--- src/rtl/core/cti_pkg.sv ---
// ============================================================================
// cti_pkg - complex table interpolator shared definitions
// Item types, command/status codes, fixed-point widths and the arctangent
// table used by the CORDIC unit.
// ============================================================================
package cti_pkg;

    // Port widths
    localparam int DATA_W   = 32;
    localparam int CMD_W    = 2;
    localparam int MODE_W   = 2;
    localparam int STATUS_W = 2;

    // Command codes on the input port
    localparam logic [CMD_W-1:0] CMD_CLEAR  = 2'd0;
    localparam logic [CMD_W-1:0] CMD_APPEND = 2'd1;
    localparam logic [CMD_W-1:0] CMD_EVAL   = 2'd2;

    // Interpolation mode register codes
    localparam logic [MODE_W-1:0] MODE_NEAREST = 2'd0;
    localparam logic [MODE_W-1:0] MODE_LINEAR  = 2'd1;
    localparam logic [MODE_W-1:0] MODE_POLAR   = 2'd2;
    localparam logic [MODE_W-1:0] MODE_RESET   = MODE_LINEAR;

    // Result status codes
    localparam logic [STATUS_W-1:0] ST_OK     = 2'd0;
    localparam logic [STATUS_W-1:0] ST_OOB    = 2'd1;
    localparam logic [STATUS_W-1:0] ST_SHORT  = 2'd2;
    localparam logic [STATUS_W-1:0] ST_REJECT = 2'd3;

    // Operation class handed from front end to engine
    typedef enum logic [1:0] {
        OP_CLEAR,
        OP_APPEND,
        OP_EVAL,
        OP_NOP
    } op_t;

    typedef struct packed {
        op_t                        op;
        logic signed [DATA_W-1:0]   key;
        logic signed [DATA_W-1:0]   re;
        logic signed [DATA_W-1:0]   im;
        logic signed [DATA_W-1:0]   pt;
    } item_t;

    // Datapath widths
    localparam int FRAC_W      = 16;
    localparam int CORDIC_W    = 36;
    localparam int ANGLE_W     = 34;
    localparam int MAG_W       = 34;
    localparam int MUL_A_W     = 36;
    localparam int MUL_B_W     = 32;
    localparam int PROD_W      = MUL_A_W + MUL_B_W;
    localparam int GAIN_SHIFT  = 30;
    localparam int ATAN_W      = 30;
    localparam int ATAN_IDX_W  = 5;

    localparam logic signed [MUL_B_W-1:0] INV_GAIN_Q30 = 32'sd652032874;

    // Binary angles: 2^31 is a half turn
    localparam logic signed [ANGLE_W-1:0] HALF_TURN    = 34'sd2147483648;
    localparam logic signed [ANGLE_W-1:0] QUARTER_TURN = 34'sd1073741824;
    localparam logic signed [ANGLE_W-1:0] FULL_TURN    = 34'sd4294967296;

    localparam logic signed [CORDIC_W-1:0] SAT_MAX = 36'sd2147483647;
    localparam logic signed [CORDIC_W-1:0] SAT_MIN = -36'sd2147483648;

    // atan(2^-i) as binary angle
    function automatic logic [ATAN_W-1:0] atan_lut(input logic [ATAN_IDX_W-1:0] idx);
        logic [ATAN_W-1:0] v;
        case (idx)
            5'd0:    v = 30'd536870912;
            5'd1:    v = 30'd316933406;
            5'd2:    v = 30'd167458907;
            5'd3:    v = 30'd85004756;
            5'd4:    v = 30'd42667331;
            5'd5:    v = 30'd21354465;
            5'd6:    v = 30'd10679838;
            5'd7:    v = 30'd5340245;
            5'd8:    v = 30'd2670163;
            5'd9:    v = 30'd1335087;
            5'd10:   v = 30'd667544;
            5'd11:   v = 30'd333772;
            5'd12:   v = 30'd166886;
            5'd13:   v = 30'd83443;
            5'd14:   v = 30'd41722;
            5'd15:   v = 30'd20861;
            5'd16:   v = 30'd10430;
            5'd17:   v = 30'd5215;
            5'd18:   v = 30'd2608;
            5'd19:   v = 30'd1304;
            5'd20:   v = 30'd652;
            5'd21:   v = 30'd326;
            5'd22:   v = 30'd163;
            5'd23:   v = 30'd81;
            default: v = '0;
        endcase
        return v;
    endfunction

    // Clamp to the signed 32-bit range
    function automatic logic signed [DATA_W-1:0] sat32(input logic signed [CORDIC_W-1:0] v);
        logic signed [DATA_W-1:0] r;
        if (v > SAT_MAX) begin
            r = SAT_MAX[DATA_W-1:0];
        end
        else if (v < SAT_MIN) begin
            r = SAT_MIN[DATA_W-1:0];
        end
        else begin
            r = v[DATA_W-1:0];
        end
        return r;
    endfunction

endpackage

--- src/rtl/core/cti_front.sv ---
// ============================================================================
// cti_front - input stage and command classification
// Registers each accepted item, decodes its command into an operation class
// and forwards it to the item queue.
// ============================================================================
module cti_front
    import cti_pkg::*;
(
    input  logic                     clk,
    input  logic                     rst_n,
    input  logic                     push,
    output logic                     full,
    input  logic [CMD_W-1:0]         command,
    input  logic signed [DATA_W-1:0] entry_key,
    input  logic signed [DATA_W-1:0] entry_real,
    input  logic signed [DATA_W-1:0] entry_imag,
    input  logic signed [DATA_W-1:0] point,
    output logic                     q_push,
    output item_t                    q_item,
    input  logic                     q_full
);

    logic  stage_valid_reg, stage_valid_next;
    item_t stage_item_reg;
    logic  accept;
    op_t   op_dec;

    // Command decode; the unused code does nothing
    always_comb
    begin
        case (command)
            CMD_CLEAR:  op_dec = OP_CLEAR;
            CMD_APPEND: op_dec = OP_APPEND;
            CMD_EVAL:   op_dec = OP_EVAL;
            default:    op_dec = OP_NOP;
        endcase
    end

    assign q_push = stage_valid_reg && !q_full;
    assign full   = stage_valid_reg && q_full;
    assign accept = push && !full;
    assign q_item = stage_item_reg;

    assign stage_valid_next = accept || (stage_valid_reg && !q_push);

    always_ff @(posedge clk or negedge rst_n)
    begin
        if (!rst_n)
        begin
            stage_valid_reg <= 1'b0;
        end
        else
        begin
            stage_valid_reg <= stage_valid_next;
        end
    end

    // Payload stage
    always_ff @(posedge clk)
    begin
        if (accept)
        begin
            stage_item_reg.op  <= op_dec;
            stage_item_reg.key <= entry_key;
            stage_item_reg.re  <= entry_real;
            stage_item_reg.im  <= entry_imag;
            stage_item_reg.pt  <= point;
        end
    end

endmodule

--- config.mk ---
export PLATFORM = sky130hd
export DESIGN_NAME = cti_front
export DESIGN_NICKNAME = d
export VERILOG_FILES = /design/src/rtl/core/cti_pkg.sv /design/src/rtl/core/cti_front.sv
export SDC_FILE = /design/constraint.sdc
export NUM_CORES = 1
export LEC_CHECK = 0
export ABC_AREA = 0
export BUFFER_PORTS_ARGS = -buffer_cell sky130_fd_sc_hd__buf_2
export CORE_AREA = 2 2 102 104
export CTS_BUF_LIST = sky130_fd_sc_hd__clkbuf_16
export CTS_CLUSTER_DIAMETER = 200
export DETAILED_ROUTE_END_ITERATION = 10
export DIE_AREA = 0 0 104 106
export PLACE_DENSITY = 0.8
export SLEW_MARGIN = 20
export SYNTH_ARGS = -nofsm -noshare
export SYNTH_HDL_FRONTEND = slang
export SYNTH_SLANG_ARGS = --single-unit
--- constraint.sdc ---
create_clock -name clk -period 12.77 [get_ports clk]
set_input_delay 1.277 -clock clk [delete_from_list [all_inputs] [get_ports clk]]
set_output_delay 1.277 -clock clk [all_outputs]
set_load 0.01 [all_outputs]
Word-level counts from Yosys, hierarchy flattened
Cells that the tools add are included.
{ "op_classes": {"eq_ne": 2, "n_mux": 1, "reduce_logical": 9} }
{ "ops": {"columns": ["cell", "n"], "rows": [
  ["$pmux W2 S3", 1],
  ["$logic_and A1 B1 Y1", 4],
  ["$logic_not A1 Y1", 3],
  ["$eq A2 B1 Y1 const B", 1],
  ["$eq A2 B2 Y1 const B", 1],
  ["$logic_not A2 Y1", 1],
  ["$logic_or A1 B1 Y1", 1]
]} }
{ "word_totals": {"ff_bits": 131, "in_bits": 134, "out_inout_bits": 132, "elab_cells": 18} }

Depth between registers and ports, before layout
{ "logic_depth": {"depth_word": 5, "ltp_mapped": 1, "depth_no_buf": 1} }

Least setup slack after synthesis
No wires, ideal clock.
{ "synth_path": {"kind": "input to register", "start": "input push", "end": "register stage_item_reg, in the netlist q_item[0] (enable)", "setup_ps": 819, "arrival_time_ps": 10673, "t_required_ps": 11951, "path_slack_ps": 1278, "stages": 1, "path_buffers": 0, "cell_sequence": "a21boi_0"} }
{ "synth_via": {"elab_chain_cells": 1} }
{ "synth_rtl": {"columns": ["element", "line_no", "text"], "rows": [
  ["from (decl)", "cti_front.sv:11", "input logic push,"],
  ["$logic_and A1 B1 Y1", "cti_front.sv:41", "assign accept = push && !full;"],
  ["to (decl)", "cti_front.sv:24", "item_t stage_item_reg;"]
]} }
Every way passes these cells.
A chain may end at the register's enable or synchronous reset.

Worst setup path after layout
{ "layout_path": {"start": "input q_full", "end": "output q_push"} }
{ "layout_via": {"elab_chain_cells": 2} }
{ "layout_rtl": {"columns": ["element", "line_no", "text"], "rows": [
  ["from (decl)", "cti_front.sv:20", "input logic q_full"],
  ["$logic_not A1 Y1", "cti_front.sv:39", "assign q_push = stage_valid_reg && !q_full;"],
  ["$logic_and A1 B1 Y1", "cti_front.sv:39", null],
  ["to (decl)", "cti_front.sv:18", "output logic q_push,"]
]} }
Every way passes these cells.

==> impl_metrics.json <==
{
  "clk_pin_slew_ps": 50,
  "dr_wl_met2_um": 4590,
  "grt_overflow": 0,
  "grt_pass1_wl_um": 13000,
  "totalPowerFinal_mw": 1.04,
  "top_layer": "met4",
  "syn_avg_cell_area_um2": 29.0,
  "slowest_stage": "and2b_2",
  "synthToLayoutAreaGrowth_pct": 52.8,
  "cp_cell_sequence": "buf_2 -> and2b_2 -> buf_2",
  "die_area_um2": 11000,
  "crit_arrival_ps": 1770,
  "grt.total_usage_pct": 16.2,
  "hold_class": "reg2reg",
  "ys_ff_latch": 131,
  "skew_ps": 5.16,
  "syn_area_um2": 3970,
  "path_class": "in2out",
  "ant_nets": 0,
  "p_leak_nw": 2.61,
  "dp_hpwl_um": 6790,
  "grt_setup_unrepaired": "false",
  "cts_sinks": 131,
  "worstPathMaxFanout": 4,
  "post-route-drc-count": 0,
  "grt_max_degree": 68,
  "clockBufferDepth": 2,
  "regArea_um2": 3930,
  "yosysUniqueCellTypes": 7,
  "status": "finished clean",
  "ctsHoldBuffers": 0,
  "clock.fmax_ghz": 0.329,
  "die_w_um": 104,
  "clk_latency_ps": 400,
  "fin_crit_sh_pct": 23.8,
  "final_cell_mix": "265 x buf_2, 130 x edfxtp_1, 17 x clkbuf_16, 4 x inv_1, 4 x clkinv_2",
  "setup_viol": 0,
  "final_common_cell": "buf_2",
  "finalSetupTns_ps": 0,
  "drive_above_1_share_pct": 68.7,
  "synth_nets": 271,
  "critPathMaxStageDelay_ps": 220,
  "cts_tree": "done",
  "powerDensity_nw_per_um2": 171,
  "routabilityCongestion": 0.757,
  "drtIter0Drc": 147,
  "cts-resized-gates": 0,
  "slew_headroom_pct": 45.6,
  "maxSlewViolCount": 0,
  "hold_violations": 0,
  "fin_crit_ps": 3040,
  "ios": 266,
  "grt_antenna_before_repair": 1,
  "hold_ws_ps": 588,
  "drv_cap": 0,
  "via_count": 2478,
  "die_h_um": 106,
  "vias_per_cell": 4.34,
  "yosysSeqAreaShare_pct": 99.0,
  "met3_length_um": 971,
  "first_pass_iters": 4,
  "grt_pass1_vias": 2551,
  "cts_max_level": 4,
  "routed_wirelength_um": 9040,
  "crit_required_ps": 11490,
  "layout_setup_ws_ps": 9730,
  "vdd_drop_max_mv": 0.110,
  "cts_buffers": 17,
  "initial_core_util_pct": 39.7,
  "worst_slew_pin_slew_ps": 816,
  "end_kind": "primary output",
  "multi_input_area_um2": 43.8,
  "fillers": 782,
  "port_buffers": 265,
  "largest_register_ffs": 130,
  "num-nets-final": 555,
  "rows": 37,
  "start_kind": "input pin",
  "place_worst_setup_slack_ps": 9370,
  "ys_warn_count": 0,
  "wire_per_inst_um": 15.8,
  "crit_path_frequent_cell": "buf_2",
  "syn_inst": 137,
  "core_area_um2": 10000,
  "post-cts-setup-buffer-count": 0,
  "m1WireLength_um": 3310,
  "clockRootBuffer": "clkbuf_16"
}
==> final cells by class <==
type                       instances  area share, %
clock buffer                      17           7.02
multi-input combinational          4          0.722
antenna                            1         0.0413
clock inverter                    15           2.50
timing repair buffer             267           22.1
sequential                       131           64.8
tap                              136           2.81
==> report_power, final <==
group	total [mW]	leakage [nW]	switching, mW	internal (mW)
Combinational	0.0669	1.07	0.0372	0.0297
Sequential	0.508	1.25	0.00572	0.502
Clock	0.463	0.291	0.162	0.301
Total	1.04	2.61	0.205	0.833
==> synth_stat cells <==
cell | instances | area share [%]
dfrtp_1 | 1 | 0.63
a21o_2 | 1 | 0.22
edfxtp_1 | 130 | 98
a21boi_0 | 1 | 0.19
and2_2 | 1 | 0.19
and2b_2 | 1 | 0.22
clkbuf_1 | 2 | 0.19
==> worst max-delay path, delay by kind of cell <==
family / cells / cell delay [ps]
buffers and inverters: 2 / 260
AND/OR/NAND/NOR: 1 / 220
==> metal layers <==
layer | track usage, % | vias up
met2 | 26.1 | 167
li1 | - | 1133
met4 | 8.98 | 0
met5 | 0 | -
met1 | 17.6 | 1164
met3 | 7.91 | 14
==> per-stage QoR <==
stage / cells / utilization, % / instance area (um2)
after floorplan: 137 / - / 3970
after global placement: 538 / 54.8 / 5480
after detailed placement: 538 / 54.8 / 5480
after CTS: 570 / 60.6 / 6060
after global routing: 570 / 60.6 / 6060
final: 571 / 60.6 / 6060
==> path summary, 6_finish.rpt <==
path / from / cells after the start / slack, ps / end
max: q_full / 3 / 9730 / q_push
min: stage_valid_reg$_DFF_PN0_ / 1 / 590 / stage_valid_reg$_DFF_PN0_
max reg2reg: stage_valid_reg$_DFF_PN0_ / 3 / 10370 / q_item[10]$_DFFE_PP_
min reg2reg: stage_valid_reg$_DFF_PN0_ / 1 / 590 / stage_valid_reg$_DFF_PN0_
max in group asynchronous: rst_n / 1 / 12040 / stage_valid_reg$_DFF_PN0_
min in group asynchronous: rst_n / 1 / 650 / stage_valid_reg$_DFF_PN0_
==> cell families (layout without fill, tap and decap cells) <==
logic type | after synthesis | count (layout) | share of synthesized area [%]
buffers and inverters | 2 | 299 | 0.189
flip-flops | 131 | 131 | 99.0
AND/OR/NAND/NOR | 2 | 2 | 0.410
AO/OA/AOI/OAI | 2 | 2 | 0.410
other | 0 | 1 | 0
No activity file was read; power rests on OpenSTA's default activity.
