===== config.mk =====
export PLATFORM = sky130hd
export DESIGN_NAME = cti_queue
export DESIGN_NICKNAME = d
export VERILOG_FILES = /design/src/rtl/core/cti_pkg.sv /design/src/rtl/core/cti_queue.sv
export SDC_FILE = /design/constraint.sdc
export NUM_CORES = 1
export LEC_CHECK = 0
export ABC_AREA = 1
export BUFFER_PORTS_ARGS = -buffer_cell sky130_fd_sc_hd__buf_2
export CORE_MARGIN = 3
export CORE_UTILIZATION = 56
export CTS_CLUSTER_SIZE = 30
export DETAILED_ROUTE_END_ITERATION = 8
export PLACE_DENSITY_LB_ADDON = 0.25
export SETUP_SLACK_MARGIN = 0.4
export SYNTH_ARGS = -nofsm -noshare
export SYNTH_HDL_FRONTEND = slang
export SYNTH_SLANG_ARGS = --single-unit

===== constraint.sdc =====
create_clock -name clk -period 15.79 [get_ports clk]
set_clock_uncertainty 0.15 [all_clocks]
set_input_delay 0.7895 -clock clk [delete_from_list [all_inputs] [get_ports clk]]
set_output_delay 0.7895 -clock clk [all_outputs]
set_load 0.1 [all_outputs]

===== src/rtl/core/cti_pkg.sv =====
// ============================================================================
// cti_pkg - complex table interpolator shared definitions
// Item types, command/status codes, fixed-point widths and the arctangent
// table used by the CORDIC unit.
// ============================================================================
package cti_pkg;

    // Port widths
    localparam int DATA_W   = 32;
    localparam int CMD_W    = 2;
    localparam int MODE_W   = 2;
    localparam int STATUS_W = 2;

    // Command codes on the input port
    localparam logic [CMD_W-1:0] CMD_CLEAR  = 2'd0;
    localparam logic [CMD_W-1:0] CMD_APPEND = 2'd1;
    localparam logic [CMD_W-1:0] CMD_EVAL   = 2'd2;

    // Interpolation mode register codes
    localparam logic [MODE_W-1:0] MODE_NEAREST = 2'd0;
    localparam logic [MODE_W-1:0] MODE_LINEAR  = 2'd1;
    localparam logic [MODE_W-1:0] MODE_POLAR   = 2'd2;
    localparam logic [MODE_W-1:0] MODE_RESET   = MODE_LINEAR;

    // Result status codes
    localparam logic [STATUS_W-1:0] ST_OK     = 2'd0;
    localparam logic [STATUS_W-1:0] ST_OOB    = 2'd1;
    localparam logic [STATUS_W-1:0] ST_SHORT  = 2'd2;
    localparam logic [STATUS_W-1:0] ST_REJECT = 2'd3;

    // Operation class handed from front end to engine
    typedef enum logic [1:0] {
        OP_CLEAR,
        OP_APPEND,
        OP_EVAL,
        OP_NOP
    } op_t;

    typedef struct packed {
        op_t                        op;
        logic signed [DATA_W-1:0]   key;
        logic signed [DATA_W-1:0]   re;
        logic signed [DATA_W-1:0]   im;
        logic signed [DATA_W-1:0]   pt;
    } item_t;

    // Datapath widths
    localparam int FRAC_W      = 16;
    localparam int CORDIC_W    = 36;
    localparam int ANGLE_W     = 34;
    localparam int MAG_W       = 34;
    localparam int MUL_A_W     = 36;
    localparam int MUL_B_W     = 32;
    localparam int PROD_W      = MUL_A_W + MUL_B_W;
    localparam int GAIN_SHIFT  = 30;
    localparam int ATAN_W      = 30;
    localparam int ATAN_IDX_W  = 5;

    localparam logic signed [MUL_B_W-1:0] INV_GAIN_Q30 = 32'sd652032874;

    // Binary angles: 2^31 is a half turn
    localparam logic signed [ANGLE_W-1:0] HALF_TURN    = 34'sd2147483648;
    localparam logic signed [ANGLE_W-1:0] QUARTER_TURN = 34'sd1073741824;
    localparam logic signed [ANGLE_W-1:0] FULL_TURN    = 34'sd4294967296;

    localparam logic signed [CORDIC_W-1:0] SAT_MAX = 36'sd2147483647;
    localparam logic signed [CORDIC_W-1:0] SAT_MIN = -36'sd2147483648;

    // atan(2^-i) as binary angle
    function automatic logic [ATAN_W-1:0] atan_lut(input logic [ATAN_IDX_W-1:0] idx);
        logic [ATAN_W-1:0] v;
        case (idx)
            5'd0:    v = 30'd536870912;
            5'd1:    v = 30'd316933406;
            5'd2:    v = 30'd167458907;
            5'd3:    v = 30'd85004756;
            5'd4:    v = 30'd42667331;
            5'd5:    v = 30'd21354465;
            5'd6:    v = 30'd10679838;
            5'd7:    v = 30'd5340245;
            5'd8:    v = 30'd2670163;
            5'd9:    v = 30'd1335087;
            5'd10:   v = 30'd667544;
            5'd11:   v = 30'd333772;
            5'd12:   v = 30'd166886;
            5'd13:   v = 30'd83443;
            5'd14:   v = 30'd41722;
            5'd15:   v = 30'd20861;
            5'd16:   v = 30'd10430;
            5'd17:   v = 30'd5215;
            5'd18:   v = 30'd2608;
            5'd19:   v = 30'd1304;
            5'd20:   v = 30'd652;
            5'd21:   v = 30'd326;
            5'd22:   v = 30'd163;
            5'd23:   v = 30'd81;
            default: v = '0;
        endcase
        return v;
    endfunction

    // Clamp to the signed 32-bit range
    function automatic logic signed [DATA_W-1:0] sat32(input logic signed [CORDIC_W-1:0] v);
        logic signed [DATA_W-1:0] r;
        if (v > SAT_MAX) begin
            r = SAT_MAX[DATA_W-1:0];
        end
        else if (v < SAT_MIN) begin
            r = SAT_MIN[DATA_W-1:0];
        end
        else begin
            r = v[DATA_W-1:0];
        end
        return r;
    endfunction

endpackage


===== src/rtl/core/cti_queue.sv =====
// ============================================================================
// cti_queue - small item queue between front end and engine
// Register-based FIFO; read data is the head entry.
// ============================================================================
module cti_queue
    import cti_pkg::*;
#(
    parameter int DEPTH = 2
)
(
    input  logic  clk,
    input  logic  rst_n,
    input  logic  wr_en,
    input  item_t wr_item,
    output logic  full,
    input  logic  rd_en,
    output item_t rd_item,
    output logic  empty
);

    localparam int PTR_W = (DEPTH > 1) ? $clog2(DEPTH) : 1;
    localparam int CNT_W = $clog2(DEPTH + 1);

    item_t             mem [DEPTH];
    logic [PTR_W-1:0]  wr_ptr_reg, rd_ptr_reg;
    logic [CNT_W-1:0]  cnt_reg;
    logic              do_wr, do_rd;

    assign full    = (cnt_reg == CNT_W'(DEPTH));
    assign empty   = (cnt_reg == '0);
    assign do_wr   = wr_en && !full;
    assign do_rd   = rd_en && !empty;
    assign rd_item = mem[rd_ptr_reg];

    // Storage
    always_ff @(posedge clk)
    begin
        if (do_wr)
        begin
            mem[wr_ptr_reg] <= wr_item;
        end
    end

    // Pointers and fill level
    always_ff @(posedge clk or negedge rst_n)
    begin
        if (!rst_n)
        begin
            wr_ptr_reg <= '0;
            rd_ptr_reg <= '0;
            cnt_reg    <= '0;
        end
        else
        begin
            if (do_wr)
            begin
                wr_ptr_reg <= (wr_ptr_reg == PTR_W'(DEPTH - 1)) ? '0 : wr_ptr_reg + 1'b1;
            end
            if (do_rd)
            begin
                rd_ptr_reg <= (rd_ptr_reg == PTR_W'(DEPTH - 1)) ? '0 : rd_ptr_reg + 1'b1;
            end
            if (do_wr && !do_rd)
            begin
                cnt_reg <= cnt_reg + 1'b1;
            end
            else if (do_rd && !do_wr)
            begin
                cnt_reg <= cnt_reg - 1'b1;
            end
        end
    end

endmodule


# == Word level (Yosys, flattened, before mapping) ==
# Memories as Yosys holds them, arrays and structs flattened.
# Cells that the tools add are included.
# classes
n_mux,6
n_reduce_logical,10
div_mod_pow,0
shifts,0
n_mul,0
n_bitwise,0
order_cmp,0
n_eq_ne,1
n_addsub,4
# op_table
cell,count
$logic_and A1 B1 Y1,4
$logic_not A1 Y1,4
$mux W1,4
$mux W2,2
$add A1 B1 Y1 const B,2
$add A2 B1 Y2 const B,1
$eq A2 B2 Y1 const B,1
$logic_not A2 Y1,1
$reduce_bool A2 Y1,1
$sub A2 B1 Y2 const B,1
# totals
ramBits,260
latchBits,0
output_inout_bits,132
mem_count,1
regBits,4
mem_bits_ro,0
# mem_list
name,depth,word_bits,rd,rd_clocked_by_memory_dff,wr,line,rtl
mem,2,130,1,0,1,cti_queue.sv:24,item_t mem [DEPTH];

# == Longest topological paths before layout ==
# depth
depth_word,7
mapped_depth,9

# == Worst setup path before layout ==
# No wires, ideal clock.
# synth_timing
path_kind,input port to flip-flop
from,input port wr_en
to,memory mem[1][0] (netlist bit) (enable)
arrival_ns,6.296
path_slack_ns,8.723
required_ns,15.019
stages,2
cell_sequence,o21ai_0 > nor2_1
# synth_via
elab_chain_cells,3
# synth_lines
item,line,rtl
from (decl),cti_queue.sv:13,"input logic wr_en,"
$logic_and A1 B1 Y1,cti_queue.sv:31,assign do_wr = wr_en && !full;
$mux W1,cti_queue.sv:38,if (do_wr)
$mux W1 (implied by the code),cti_queue.sv:40,mem[wr_ptr_reg] <= wr_item;
to (decl),cti_queue.sv:24,
# No other way between the ends.

==> flow_summary.yaml <==
floorplanning:
  die_h_um: 137.7
  floorplan.initialDensity_pct: 57.97
  die-area_sq_um: 18970
  die_w_um: 137.7
  design.portCount: 266
  std_cell_rows: 47
  coreArea_sq_um: 16760
worst_hold_path:
  hold_end: "mem[1][81]"
  hold_path_startpoint: "wr_item[81]"
  min_path_type: "in2reg"
  holdPathStages: 1
sta:
  slew_viol_final: 0
  report.final.hold_viol_count: 0
  timing.fmax_mhz: 231.6
  worst-slew-pin-transition_ns: 0.9492
  fin_crit_ns: 4.318
  setup_viol: 0
  min_period_over_period_pct: 27.35
  fin_tns_setup_ns: 0
  relSlewSlack_pct: 36.72
  rsz0062_at_grt: "false"
worst_setup_path:
  critical_path.n_buffers_inverters: 3
  family_with_the_most_delay_on_the_worst_path: "buffers and inverters"
  worst_ep_arrival_time_ns: 3.38
  crit_path_end_kind: "output pin"
  rr_worst_depth: 4
  path_max_fanout: 74
  library_cell_appearing_most_often_on_the_critical_path: "sky130_fd_sc_hd__nand2_1"
  critical_path_class: "reg2out"
  worst_ep_required_time_ns: 14.85
  reg2reg_to: "mem[1][39]"
  critical-path-max-stage-delay_ns: 0.78
  r2r_setup_slack_ns: 12.91
  cp-start-kind: "flip-flop"
  critical_path.slowest_cell: "sky130_fd_sc_hd__dfrtp_4"
  cells_along_the_critical_path: "inv_4, buf_4, nand2_1, nand2_1, buf_2"
  worst_flop_to_flop_path_startpoint: "cnt_reg[0]"
routing:
  drtAntennaViolNets: 0
  route.detailed.wl_per_inst_um: 15.87
  drc: 0
  detailroute.via_count: 6065
  drt_pass1_iterations: 5
  vias_per_instance: 4.971
  detailed_route_wire_length_um: 19360
  drt_iter0_markers: 289
yosys:
  syn_avg_cell_area_sq_um: 13.66
  postSynthRegisterBits: 264
  post_synth_inst_count: 711
  total_number_of_yosys_warnings: 0
  syn_area_sq_um: 9716
  synthesis.nets: 846
  yosys.cell_types.count: 15
  synth-seq-area-share_pct: 81.39
global_routing:
  grt_pass1_wl_um: 28690
  number_of_global_route_vias_before_repair: 5910
  grt_antenna_before_repair: 0
  grt_use_total_pct: 19.41
  largest_net_degree_at_the_start_of_global_routing: 75
  grt-ovfl-total: 0
layout:
  sequential_cell_area_sq_um: 7911
  area_taken_by_multi_input_logic_gates_sq_um: 1570
  fillers: 1135
  finish.instance_area_sq_um: 11980
  design.final.nets: 1115
  layout-drive-gt1-share_pct: 30.93
  area.growth.synth_to_final_pct: 23.32
  largest_reg_flops: 260
cts:
  clkSinkCount: 264
  post-cts-setup-buffer-count: 0
  clock_tree.htree_level_count: 1
  cts.reportedPaths.clkPinSlew_ns: 0.06
  root_buffer: "sky130_fd_sc_hd__clkbuf_16"
  clock_latency_ns: 0.50
  cts_buffers: 25
  cts.path.max_buffers: 3
  tritoncts: "yes"
place:
  gp_routability_congestion: 0.7229
  placed_cell_area_sq_um: 11160
  io_buffers: 265
  detailed_place_hpwl_um: 12390
outcome:
  outcome: "complete, no violations"
job:
  drv.max_cap_violation_count: 0
worst register-to-register path, cell delays in order, from the launching register on:
cell and delay (ns):
sky130_fd_sc_hd__dfrtp_1 0.46, sky130_fd_sc_hd__o21ai_0 0.22, sky130_fd_sc_hd__nor2_4 0.11, sky130_fd_sc_hd__buf_4 0.63
sky130_fd_sc_hd__buf_4 0.84
synth_stat cells:
| library cell | instances | area share, % |
|---|---|---|
| sky130_fd_sc_hd__nand4_1 | 1 | 0.064 |
| sky130_fd_sc_hd__o21ai_0 | 2 | 0.10 |
| sky130_fd_sc_hd__dfrtp_1 | 4 | 1.0 |
| sky130_fd_sc_hd__buf_2 | 17 | 0.88 |
| sky130_fd_sc_hd__nand3_1 | 1 | 0.051 |
| sky130_fd_sc_hd__inv_1 | 7 | 0.27 |
| sky130_fd_sc_hd__nor2_1 | 4 | 0.15 |
| sky130_fd_sc_hd__edfxtp_1 | 260 | 80 |
| sky130_fd_sc_hd__ha_1 | 1 | 0.13 |
| sky130_fd_sc_hd__inv_4 | 1 | 0.064 |
| sky130_fd_sc_hd__nand3b_1 | 1 | 0.077 |
| sky130_fd_sc_hd__nand2_1 | 399 | 15 |
| sky130_fd_sc_hd__buf_6 | 10 | 1.2 |
| sky130_fd_sc_hd__xnor2_1 | 1 | 0.090 |
| sky130_fd_sc_hd__buf_4 | 2 | 0.15 |
final cells by class:
cell class	count	area share [%]
Sequential cell	264	66.03
Clock inverter	13	1.149
Timing Repair Buffer	271	11.47
Inverter	8	0.2924
Tap cell	220	2.297
Clock buffer	33	5.639
Antenna cell	1	0.02089
Multi-Input combinational cell	410	13.11
worst max-delay path by stage:
stage,from,endpoint,slack (ns),depth (start not counted)
floorplan,wr_en,mem[1][0],8.72,2
global placement,rd_ptr_reg,rd_item[72],12.02,5
detailed placement,rd_ptr_reg,rd_item[80],11.95,5
CTS,rd_ptr_reg,rd_item[80],11.40,5
global route,rd_ptr_reg,rd_item[80],11.31,5
finish,rd_ptr_reg,rd_item[80],11.47,5
timing repair:
action / in CTS / in global routing
endpoints found under the hold margin: 4 / 0
hold buffers: 1 / 0
gates resized for setup: 0 / 0
per-stage QoR:
stage / std cells / setup slack, ns / utilization [%] / hold WS, ns
after global placement: 1172 / 12.02 / 66.56 / 0.3145
after floorplan: 711 / 8.723 / - / 0.2990
after CTS: 1219 / 11.40 / 71.47 / 0.2917
after global routing: 1219 / 11.31 / 71.47 / 0.2915
after detailed placement: 1172 / 11.95 / 66.56 / 0.3226
final: 1220 / 11.47 / 71.49 / 0.3171
placed cells by master, fill, tap and decap left out, types with 3 or more instances in the layout:
master,Yosys,layout
sky130_fd_sc_hd__buf_2,17,265
sky130_fd_sc_hd__buf_4,2,5
sky130_fd_sc_hd__bufinv_16,0,3
sky130_fd_sc_hd__clkbuf_1,0,6
sky130_fd_sc_hd__clkbuf_16,0,25
sky130_fd_sc_hd__clkinv_1,0,5
sky130_fd_sc_hd__clkinv_2,0,4
sky130_fd_sc_hd__dfrtp_1,4,3
sky130_fd_sc_hd__edfxtp_1,260,260
sky130_fd_sc_hd__inv_1,7,6
sky130_fd_sc_hd__nand2_1,399,399
sky130_fd_sc_hd__nor2_1,4,3
routing by layer:
layer	GRT usage, %	wire (um)	vias to the layer above	part of all wire (%)
met3	6.793	2033	43	11
met5	0	0	-	0
li1	-	-	2944	-
met4	6.367	561	0	2.9
met2	33.13	9696	237	50
met1	23.16	7068	2841	37
kinds of logic after synthesis:
kind of cell	count (synthesis)	synth area share, %
flops	264	81.39
compound gates	2	0.1030
simple gates	406	15.76
xor+xnor	1	0.09016
buf+inv	37	2.524
fa+ha+maj	1	0.1288
Power is left out: the tool's default activity adds up to more than one toggle a clock period on the data nets, which glitch-free logic cannot reach.
